$ cat src/design/tlfc_pkg.sv
`timescale 1ns / 1ps
// ----------------------------------------------------------------------------
// tlfc_pkg
// Shared widths, byte codes, tag patterns and line type codes for the text
// line framer and classifier.
// ----------------------------------------------------------------------------
package tlfc_pkg;

  localparam int LINE_LIMIT = 4096;

  localparam int BYTE_W   = 8;
  localparam int LEN_W    = 13;
  localparam int COMMA_W  = 12;
  localparam int TYPE_W   = 4;
  localparam int HEAD_W   = 40;
  localparam int TAIL_W   = 48;
  localparam int TLEN_W   = 3;
  localparam int DATA_W   = 32;
  localparam int ADDR_W   = 3;

  localparam logic [LEN_W-1:0]   MAX_LEN_RESET = LEN_W'(1024);
  localparam logic [LEN_W-1:0]   LIMIT_MAX     = LEN_W'(LINE_LIMIT);
  localparam logic [COMMA_W-1:0] COMMA_MAX     = '1;

  localparam logic [BYTE_W-1:0] BYTE_LF    = 8'h0A;
  localparam logic [BYTE_W-1:0] BYTE_CR    = 8'h0D;
  localparam logic [BYTE_W-1:0] BYTE_COMMA = 8'h2C;

  // Tag patterns, first character in the highest byte.
  localparam logic [HEAD_W-1:0] PAT_OK    = 40'h00_0000_4F4B;
  localparam logic [HEAD_W-1:0] PAT_ERR   = 40'h00_0045_5252;
  localparam logic [HEAD_W-1:0] PAT_WARN  = 40'h00_5741_524E;
  localparam logic [HEAD_W-1:0] PAT_DONE  = 40'h00_444F_4E45;
  localparam logic [HEAD_W-1:0] PAT_BOOT  = 40'h00_424F_4F54;
  localparam logic [HEAD_W-1:0] PAT_M0001 = 40'h4D_3030_3031;
  localparam logic [HEAD_W-1:0] PAT_M0004 = 40'h4D_3030_3034;
  localparam logic [TAIL_W-1:0] PAT_BEGIN = 48'h5F42_4547_494E;
  localparam logic [31:0]       PAT_END   = 32'h5F45_4E44;

  localparam logic [ADDR_W-1:0] REG_LINE_MAX = 3'd0;

  typedef enum logic [TYPE_W-1:0] {
    LT_UNKNOWN     = 4'd0,
    LT_OK          = 4'd1,
    LT_ERROR       = 4'd2,
    LT_WARNING     = 4'd3,
    LT_DONE        = 4'd4,
    LT_BOOT        = 4'd5,
    LT_KEY_EVENT   = 4'd6,
    LT_BLOCK_BEGIN = 4'd7,
    LT_BLOCK_END   = 4'd8,
    LT_DATA        = 4'd9
  } line_type_t;

  typedef struct packed {
    logic [HEAD_W-1:0] head;
    logic [TAIL_W-1:0] tail;
    logic [TLEN_W-1:0] len;
  } tag_t;

endpackage

$ cat src/design/text_line_framer_classifier_core.sv
`timescale 1ns / 1ps
// ----------------------------------------------------------------------------
// text_line_framer_classifier_core
// Frames received bytes into LF-terminated lines and reports length, comma
// count and type of each non-empty line that is not discarded.
// ----------------------------------------------------------------------------
//  Channel  Direction  Handshake             Payload
//  in       sink       in_valid / in_stall   in_rx_byte
//  out      source     out_valid / out_stall out_line_type, out_line_length,
//                                            out_comma_count
//  cfg      APB slave  psel/penable/pwrite   paddr, pwdata, prdata, pready
//
// One byte is taken every cycle while in_stall is low; the line state
// updates at the edge that accepts the byte. A result enters the output
// register at the edge that accepts its LF, or the one-word skid register
// if the output is stalled; in_stall is high only while the skid is full.
// Synchronous active-low reset clears the line state, discard mode, both
// result registers and sets the line length limit to 1024.
// ----------------------------------------------------------------------------
module text_line_framer_classifier_core (
  input  logic                          clk,
  input  logic                          rst_n,
  input  logic                          in_valid,
  output logic                          in_stall,
  input  logic [tlfc_pkg::BYTE_W-1:0]   in_rx_byte,
  output logic                          out_valid,
  input  logic                          out_stall,
  output logic [tlfc_pkg::TYPE_W-1:0]   out_line_type,
  output logic [tlfc_pkg::LEN_W-1:0]    out_line_length,
  output logic [tlfc_pkg::COMMA_W-1:0]  out_comma_count,
  input  logic                          psel,
  input  logic                          penable,
  input  logic                          pwrite,
  input  logic [tlfc_pkg::ADDR_W-1:0]   paddr,
  input  logic [tlfc_pkg::DATA_W-1:0]   pwdata,
  output logic [tlfc_pkg::DATA_W-1:0]   prdata,
  output logic                          pready
);
  import tlfc_pkg::*;

  function automatic tag_t tag_add(input tag_t t, input logic [BYTE_W-1:0] b);
    tag_t r;
    r = t;
    if (t.len < TLEN_W'(5)) begin
      r.head = {t.head[HEAD_W-BYTE_W-1:0], b};
    end
    r.tail = {t.tail[TAIL_W-BYTE_W-1:0], b};
    if (t.len != TLEN_W'(7)) begin
      r.len = t.len + TLEN_W'(1);
    end
    return r;
  endfunction

  function automatic line_type_t classify(input tag_t t, input logic has_comma);
    line_type_t r;
    if (t.len == TLEN_W'(0)) begin
      r = LT_UNKNOWN;
    end else if (t.len == TLEN_W'(2) && t.head == PAT_OK) begin
      r = LT_OK;
    end else if (t.len == TLEN_W'(3) && t.head == PAT_ERR) begin
      r = LT_ERROR;
    end else if (t.len == TLEN_W'(4) && t.head == PAT_WARN) begin
      r = LT_WARNING;
    end else if (t.len == TLEN_W'(4) && t.head == PAT_DONE) begin
      r = LT_DONE;
    end else if (t.len == TLEN_W'(4) && t.head == PAT_BOOT) begin
      r = LT_BOOT;
    end else if (t.len == TLEN_W'(5) && t.head >= PAT_M0001 && t.head <= PAT_M0004) begin
      r = LT_KEY_EVENT;
    end else if (t.len >= TLEN_W'(6) && t.tail == PAT_BEGIN) begin
      r = LT_BLOCK_BEGIN;
    end else if (t.len >= TLEN_W'(4) && t.tail[31:0] == PAT_END) begin
      r = LT_BLOCK_END;
    end else if (has_comma) begin
      r = LT_DATA;
    end else begin
      r = LT_UNKNOWN;
    end
    return r;
  endfunction

  localparam tag_t TAG_EMPTY = '{head: '0, tail: '0, len: '0};

  // Configuration.
  logic [LEN_W-1:0] max_len_r;
  logic             cfg_sel;
  logic             cfg_wr;

  assign cfg_sel = (paddr[ADDR_W-1:2] == REG_LINE_MAX[ADDR_W-1:2]);
  assign cfg_wr  = psel && penable && pwrite && cfg_sel;
  assign pready  = 1'b1;
  assign prdata  = cfg_sel ? DATA_W'(max_len_r) : '0;

  // Line state.
  logic               discard_r,   discard_nxt;
  logic [LEN_W-1:0]   count_r,     count_nxt;
  logic [COMMA_W-1:0] commas_r,    commas_nxt;
  tag_t               tag_r,       tag_nxt;
  logic               tag_open_r,  tag_open_nxt;
  logic               cr_pend_r,   cr_pend_nxt;

  // Result and skid registers.
  logic               out_valid_r,  out_valid_nxt;
  line_type_t         out_type_r,   out_type_nxt;
  logic [LEN_W-1:0]   out_len_r,    out_len_nxt;
  logic [COMMA_W-1:0] out_commas_r, out_commas_nxt;
  logic               skid_valid_r, skid_valid_nxt;
  line_type_t         skid_type_r,  skid_type_nxt;
  logic [LEN_W-1:0]   skid_len_r,   skid_len_nxt;
  logic [COMMA_W-1:0] skid_commas_r, skid_commas_nxt;

  logic               in_fire;
  logic               out_fire;
  logic               res_valid;
  line_type_t         res_type;
  logic [LEN_W-1:0]   res_len;
  logic [LEN_W-1:0]   limit;
  tag_t               tag_cr;

  assign in_stall = skid_valid_r;
  assign in_fire  = in_valid && !skid_valid_r;
  assign out_fire = out_valid_r && !out_stall;

  always_comb begin
    if (max_len_r == '0) begin
      limit = LEN_W'(1);
    end else if (max_len_r > LIMIT_MAX) begin
      limit = LIMIT_MAX;
    end else begin
      limit = max_len_r;
    end
  end

  assign res_len  = count_r - LEN_W'(cr_pend_r);
  assign res_type = classify(tag_r, commas_r != '0);
  // A CR held back earlier turns out to be inside the line once a later byte arrives.
  assign tag_cr   = (cr_pend_r && tag_open_r) ? tag_add(tag_r, BYTE_CR) : tag_r;

  always_comb begin
    discard_nxt  = discard_r;
    count_nxt    = count_r;
    commas_nxt   = commas_r;
    tag_nxt      = tag_r;
    tag_open_nxt = tag_open_r;
    cr_pend_nxt  = cr_pend_r;
    res_valid    = 1'b0;
    if (in_fire) begin
      if (in_rx_byte == BYTE_LF) begin
        res_valid    = !discard_r && (res_len != '0);
        discard_nxt  = 1'b0;
        count_nxt    = '0;
        commas_nxt   = '0;
        tag_nxt      = TAG_EMPTY;
        tag_open_nxt = 1'b1;
        cr_pend_nxt  = 1'b0;
      end else if (!discard_r) begin
        if (count_r >= limit) begin
          discard_nxt  = 1'b1;
          count_nxt    = '0;
          commas_nxt   = '0;
          tag_nxt      = TAG_EMPTY;
          tag_open_nxt = 1'b1;
          cr_pend_nxt  = 1'b0;
        end else begin
          count_nxt   = count_r + LEN_W'(1);
          tag_nxt     = tag_cr;
          cr_pend_nxt = 1'b0;
          if (in_rx_byte == BYTE_COMMA) begin
            tag_open_nxt = 1'b0;
            if (commas_r != COMMA_MAX) begin
              commas_nxt = commas_r + COMMA_W'(1);
            end
          end else if (in_rx_byte == BYTE_CR) begin
            cr_pend_nxt = 1'b1;
          end else if (tag_open_r) begin
            tag_nxt = tag_add(tag_cr, in_rx_byte);
          end
        end
      end
    end
  end

  always_comb begin
    out_valid_nxt   = out_valid_r;
    out_type_nxt    = out_type_r;
    out_len_nxt     = out_len_r;
    out_commas_nxt  = out_commas_r;
    skid_valid_nxt  = skid_valid_r;
    skid_type_nxt   = skid_type_r;
    skid_len_nxt    = skid_len_r;
    skid_commas_nxt = skid_commas_r;
    if (skid_valid_r) begin
      if (out_fire) begin
        out_valid_nxt  = 1'b1;
        out_type_nxt   = skid_type_r;
        out_len_nxt    = skid_len_r;
        out_commas_nxt = skid_commas_r;
        skid_valid_nxt = 1'b0;
      end
    end else if (!out_valid_r || out_fire) begin
      out_valid_nxt  = res_valid;
      out_type_nxt   = res_type;
      out_len_nxt    = res_len;
      out_commas_nxt = commas_r;
    end else if (res_valid) begin
      skid_valid_nxt  = 1'b1;
      skid_type_nxt   = res_type;
      skid_len_nxt    = res_len;
      skid_commas_nxt = commas_r;
    end
  end

  always_ff @(posedge clk) begin
    if (!rst_n) begin
      max_len_r    <= MAX_LEN_RESET;
      discard_r    <= 1'b0;
      count_r      <= '0;
      commas_r     <= '0;
      tag_r        <= TAG_EMPTY;
      tag_open_r   <= 1'b1;
      cr_pend_r    <= 1'b0;
      out_valid_r  <= 1'b0;
      skid_valid_r <= 1'b0;
    end else begin
      if (cfg_wr) begin
        max_len_r <= pwdata[LEN_W-1:0];
      end
      discard_r    <= discard_nxt;
      count_r      <= count_nxt;
      commas_r     <= commas_nxt;
      tag_r        <= tag_nxt;
      tag_open_r   <= tag_open_nxt;
      cr_pend_r    <= cr_pend_nxt;
      out_valid_r  <= out_valid_nxt;
      skid_valid_r <= skid_valid_nxt;
    end
  end

  always_ff @(posedge clk) begin
    out_type_r    <= out_type_nxt;
    out_len_r     <= out_len_nxt;
    out_commas_r  <= out_commas_nxt;
    skid_type_r   <= skid_type_nxt;
    skid_len_r    <= skid_len_nxt;
    skid_commas_r <= skid_commas_nxt;
  end

  assign out_valid       = out_valid_r;
  assign out_line_type   = out_type_r;
  assign out_line_length = out_len_r;
  assign out_comma_count = out_commas_r;

endmodule

$ cat config.mk
export PLATFORM = sky130hd
export DESIGN_NAME = text_line_framer_classifier_core
export DESIGN_NICKNAME = d
export VERILOG_FILES = /design/src/design/tlfc_pkg.sv /design/src/design/text_line_framer_classifier_core.sv
export SDC_FILE = /design/constraint.sdc
export NUM_CORES = 1
export LEC_CHECK = 0
export BUFFER_PORTS_ARGS = -buffer_cell sky130_fd_sc_hd__buf_2
export CORE_AREA = 3 3 137 139
export CTS_BUF_LIST = sky130_fd_sc_hd__clkbuf_8
export DETAILED_ROUTE_END_ITERATION = 8
export DIE_AREA = 0 0 140 142
export PLACE_DENSITY = 0.76
export SETUP_SLACK_MARGIN = 0.5
export SYNTH_ARGS = -nofsm -noshare
export SYNTH_HDL_FRONTEND = slang
export SYNTH_SLANG_ARGS = --single-unit
$ cat constraint.sdc
create_clock -name clk -period 3.9 [get_ports clk]
set_input_delay 0.39 -clock clk [delete_from_list [all_inputs] [get_ports clk]]
set_output_delay 0.39 -clock clk [all_outputs]
set_load 0.02 [all_outputs]
==> impl_metrics.ini <==
[placed_design]
post-dp-hpwl_um = 15750
globalplace.congestion = 0.9363
dp.cells = 1327
postPlaceCellArea_um2 = 10240
place_ws_ns = 0.4192
portBuffers = 72

[logic_synthesis]
netlist_instances = 1079
syn_area_per_cell_um2 = 9.060
synth_edf_count = 58
ys_seq_area_share_pct = 45.26
yosysWarnings = 0
async_flop_share_pct = 0
ys.flop_type = dfxtp_1
synthesis.area_um2 = 9776
synth_cell_types = 74
synth-seq-cells = 192

[setup_path]
cp-start-kind = register
rr_worst_depth = 12
cp_max_fo = 15
end_kind = register
crit_arrival_ns = 3.43
required_ns = 4.12
path_class = reg -> reg

[route]
drc = 0
antenna_left = 0
wirelength_um = 23190
dr.pass1.iters = 6
vias = 8314
drt-vias-per-instance = 6.091
post_drt_wl_per_cell_um = 16.99
drt_first_iter_violations = 749

[grt]
met3_usage_pct = 3.461
grtUsageMet2_pct = 35.02
grt_util_met1_pct = 32.95
grt_pass1_vias = 7506
antenna_found_initial = 0
grtUsageTotal_pct = 22.74
grt_pass1_wl_um = 37700
grt_max_degree = 54
grt.busiest_layer = met2
grt_overflow_total = 0

[cts]
root_buffer = clkbuf_8
clkLatencyLatePin_ns = 0.49
path_clk_slew_ns = 0.10
h-tree-depth = 4
cts.sink_count = 192
clk_path_buf_depth = 2
hold_buffers = 0
tritoncts = built
numCtsBuffers = 17

[cells_and_area]
syn_to_final_growth_pct = 9.689
final_common_cell = nand2_1
stdcell_count = 1365
drive_gt1_share_pct = 16.73
diodes = 0
fillers = 1547
finalNetCount = 1196
final_cell_mix = nand2_1 (138), dfxtp_1 (134), nor2_1 (121)
design_area_um2 = 10720

[sta]
hold_viol_final = 0
fin_crit_sh_pct = 82.11
timing.final.ws_setup_ns = 0.6977
final.min_clock_period_ns = 3.202
fmax_mhz = 312.3
rsz0062_at_grt = false
clock_skew_ns = 0.02041
relSlewSlack_pct = 29.13
setup_viol = 0
tns_ns = 0
report.final.slew_viol_count = 0
tightestPinTransition_ns = 1.049

[floorplan]
die_w_um = 140
dieArea_um2 = 19880
rows = 49
core-area_um2 = 17780
die_y_um = 142
design.portCount = 114
start_util_pct = 54.98

[power]
p_switching_w = 0.001203
switching_share_pct = 28.91
total_leakage_power_nw = 4.204
power_density_nw_per_um2 = 388.2
p_seq_share_pct = 54.5
p_clk_share_pct = 33.1
combPwrFrac_pct = 12.4
p_int_w = 0.002959
irDropWorstVdd_mv = 0.2163

[run_status]
outcome = finished clean

[worst_hold_path]
hp-class = in -> reg
min_path_cells = 3

[flow_run]
max_cap_viol_count = 0
-- area by class of cell --
class | count | area, µm² | share of cell area, %
clock buffers | 18 | 247.7 | 2.310
clock inverters | 14 | 168.9 | 1.575
inverters | 18 | 67.56 | 0.6301
multi-input cells | 797 | 4980 | 46.44
flip-flops and latches | 192 | 4424 | 41.26
well taps | 229 | 286.5 | 2.672
repair buffers | 97 | 548.0 | 5.111
-- cells in the mapped netlist (21+ instances only) --
master	count	area, µm²
mux2_2	24	270.3
o22ai_1	66	412.9
ha_1	23	287.8
clkbuf_1	57	214.0
nand2_1	138	518.0
a211oi_1	32	240.2
a21oi_1	37	185.2
o21ai_0	29	145.1
o31ai_1	23	172.7
nand3_1	21	105.1
nor2_1	123	461.7
edfxtp_1	58	1742
dfxtp_1	134	2683
-- power by group through the flow --
stage | Sequential, W | Combinational (W) | Clock, W
after detailed placement | 0.00231 | 0.000499 | 0
final | 0.00227 | 0.000518 | 0.00138
after global routing | 0.00228 | 0.000574 | 0.00147
after global placement | 0.00231 | 0.000489 | 0
after CTS | 0.00226 | 0.000503 | 0.00139
after floorplan | 0.00226 | 0.000410 | 0
-- per-layer routing --
layer	up-vias	part of all wire, %
li1	4039	-
met1	3968	46
met2	266	46
met3	41	5.9
met4	0	1.9
met5	-	0
-- what timing repair did --
item,CTS,global route
endpoints found under the setup margin,0,108
resized for setup,0,3
buffers inserted,0,5
-- state kept, by name, summed over array words and instances, names as in the netlist, 4 cells and up --
signal	flops
skid_commas_r	12
commas_r	12
tag_r	91
out_line_type	4
out_comma_count	12
max_len_r	13
skid_type_r	4
out_line_length	13
count_r	13
skid_len_r	13
-- worst max-delay path: stages, from the launching register on --
cell and delay, ns:
dfxtp_1 0.41, inv_1 0.09, ha_1 0.22, ha_1 0.23
nand2b_1 0.11, nor2_1 0.06, xor2_1 0.19, or4_1 0.52
or4_1 0.43, o41ai_2 0.24, buf_4 0.18, nor2_2 0.06
buf_4 0.21
-- stage by stage --
stage / utilization (%) / power (W) / hold slack (ns)
after floorplan: - / 0.002671 / 0.4442
after global placement: 57.59 / 0.002795 / 0.4606
after detailed placement: 57.59 / 0.002808 / 0.4627
after CTS: 59.94 / 0.004154 / 0.1165
after global routing: 60.31 / 0.004324 / 0.1332
final: 60.31 / 0.004162 / 0.1350
-- final timing paths --
kind / startpoint / slack (ns) / end
worst min register to register: max_len_r[12] / 0.48 / max_len_r[12]
worst max register to register: count_r[0] / 0.70 / skid_commas_r[5]
worst max-delay path: count_r[0] / 0.70 / skid_commas_r[5]
worst min-delay path: pwdata[4] / 0.14 / max_len_r[4]
-- kinds of logic (layout without fill, tap and decap cells) --
| logic type | count (synthesis) | count (layout) | synth area share, % |
|---|---|---|---|
| buf+inv | 109 | 147 | 5.337 |
| compound gates | 261 | 262 | 18.32 |
| mux | 28 | 28 | 3.174 |
| simple gates | 437 | 437 | 22.48 |
| other cells | 2 | 20 | 0.07682 |
| flops | 192 | 192 | 45.26 |
| fa+ha+maj | 23 | 23 | 2.944 |
| xor+xnor | 27 | 27 | 2.419 |
Note: power is estimated with default switching activity, not from simulation.
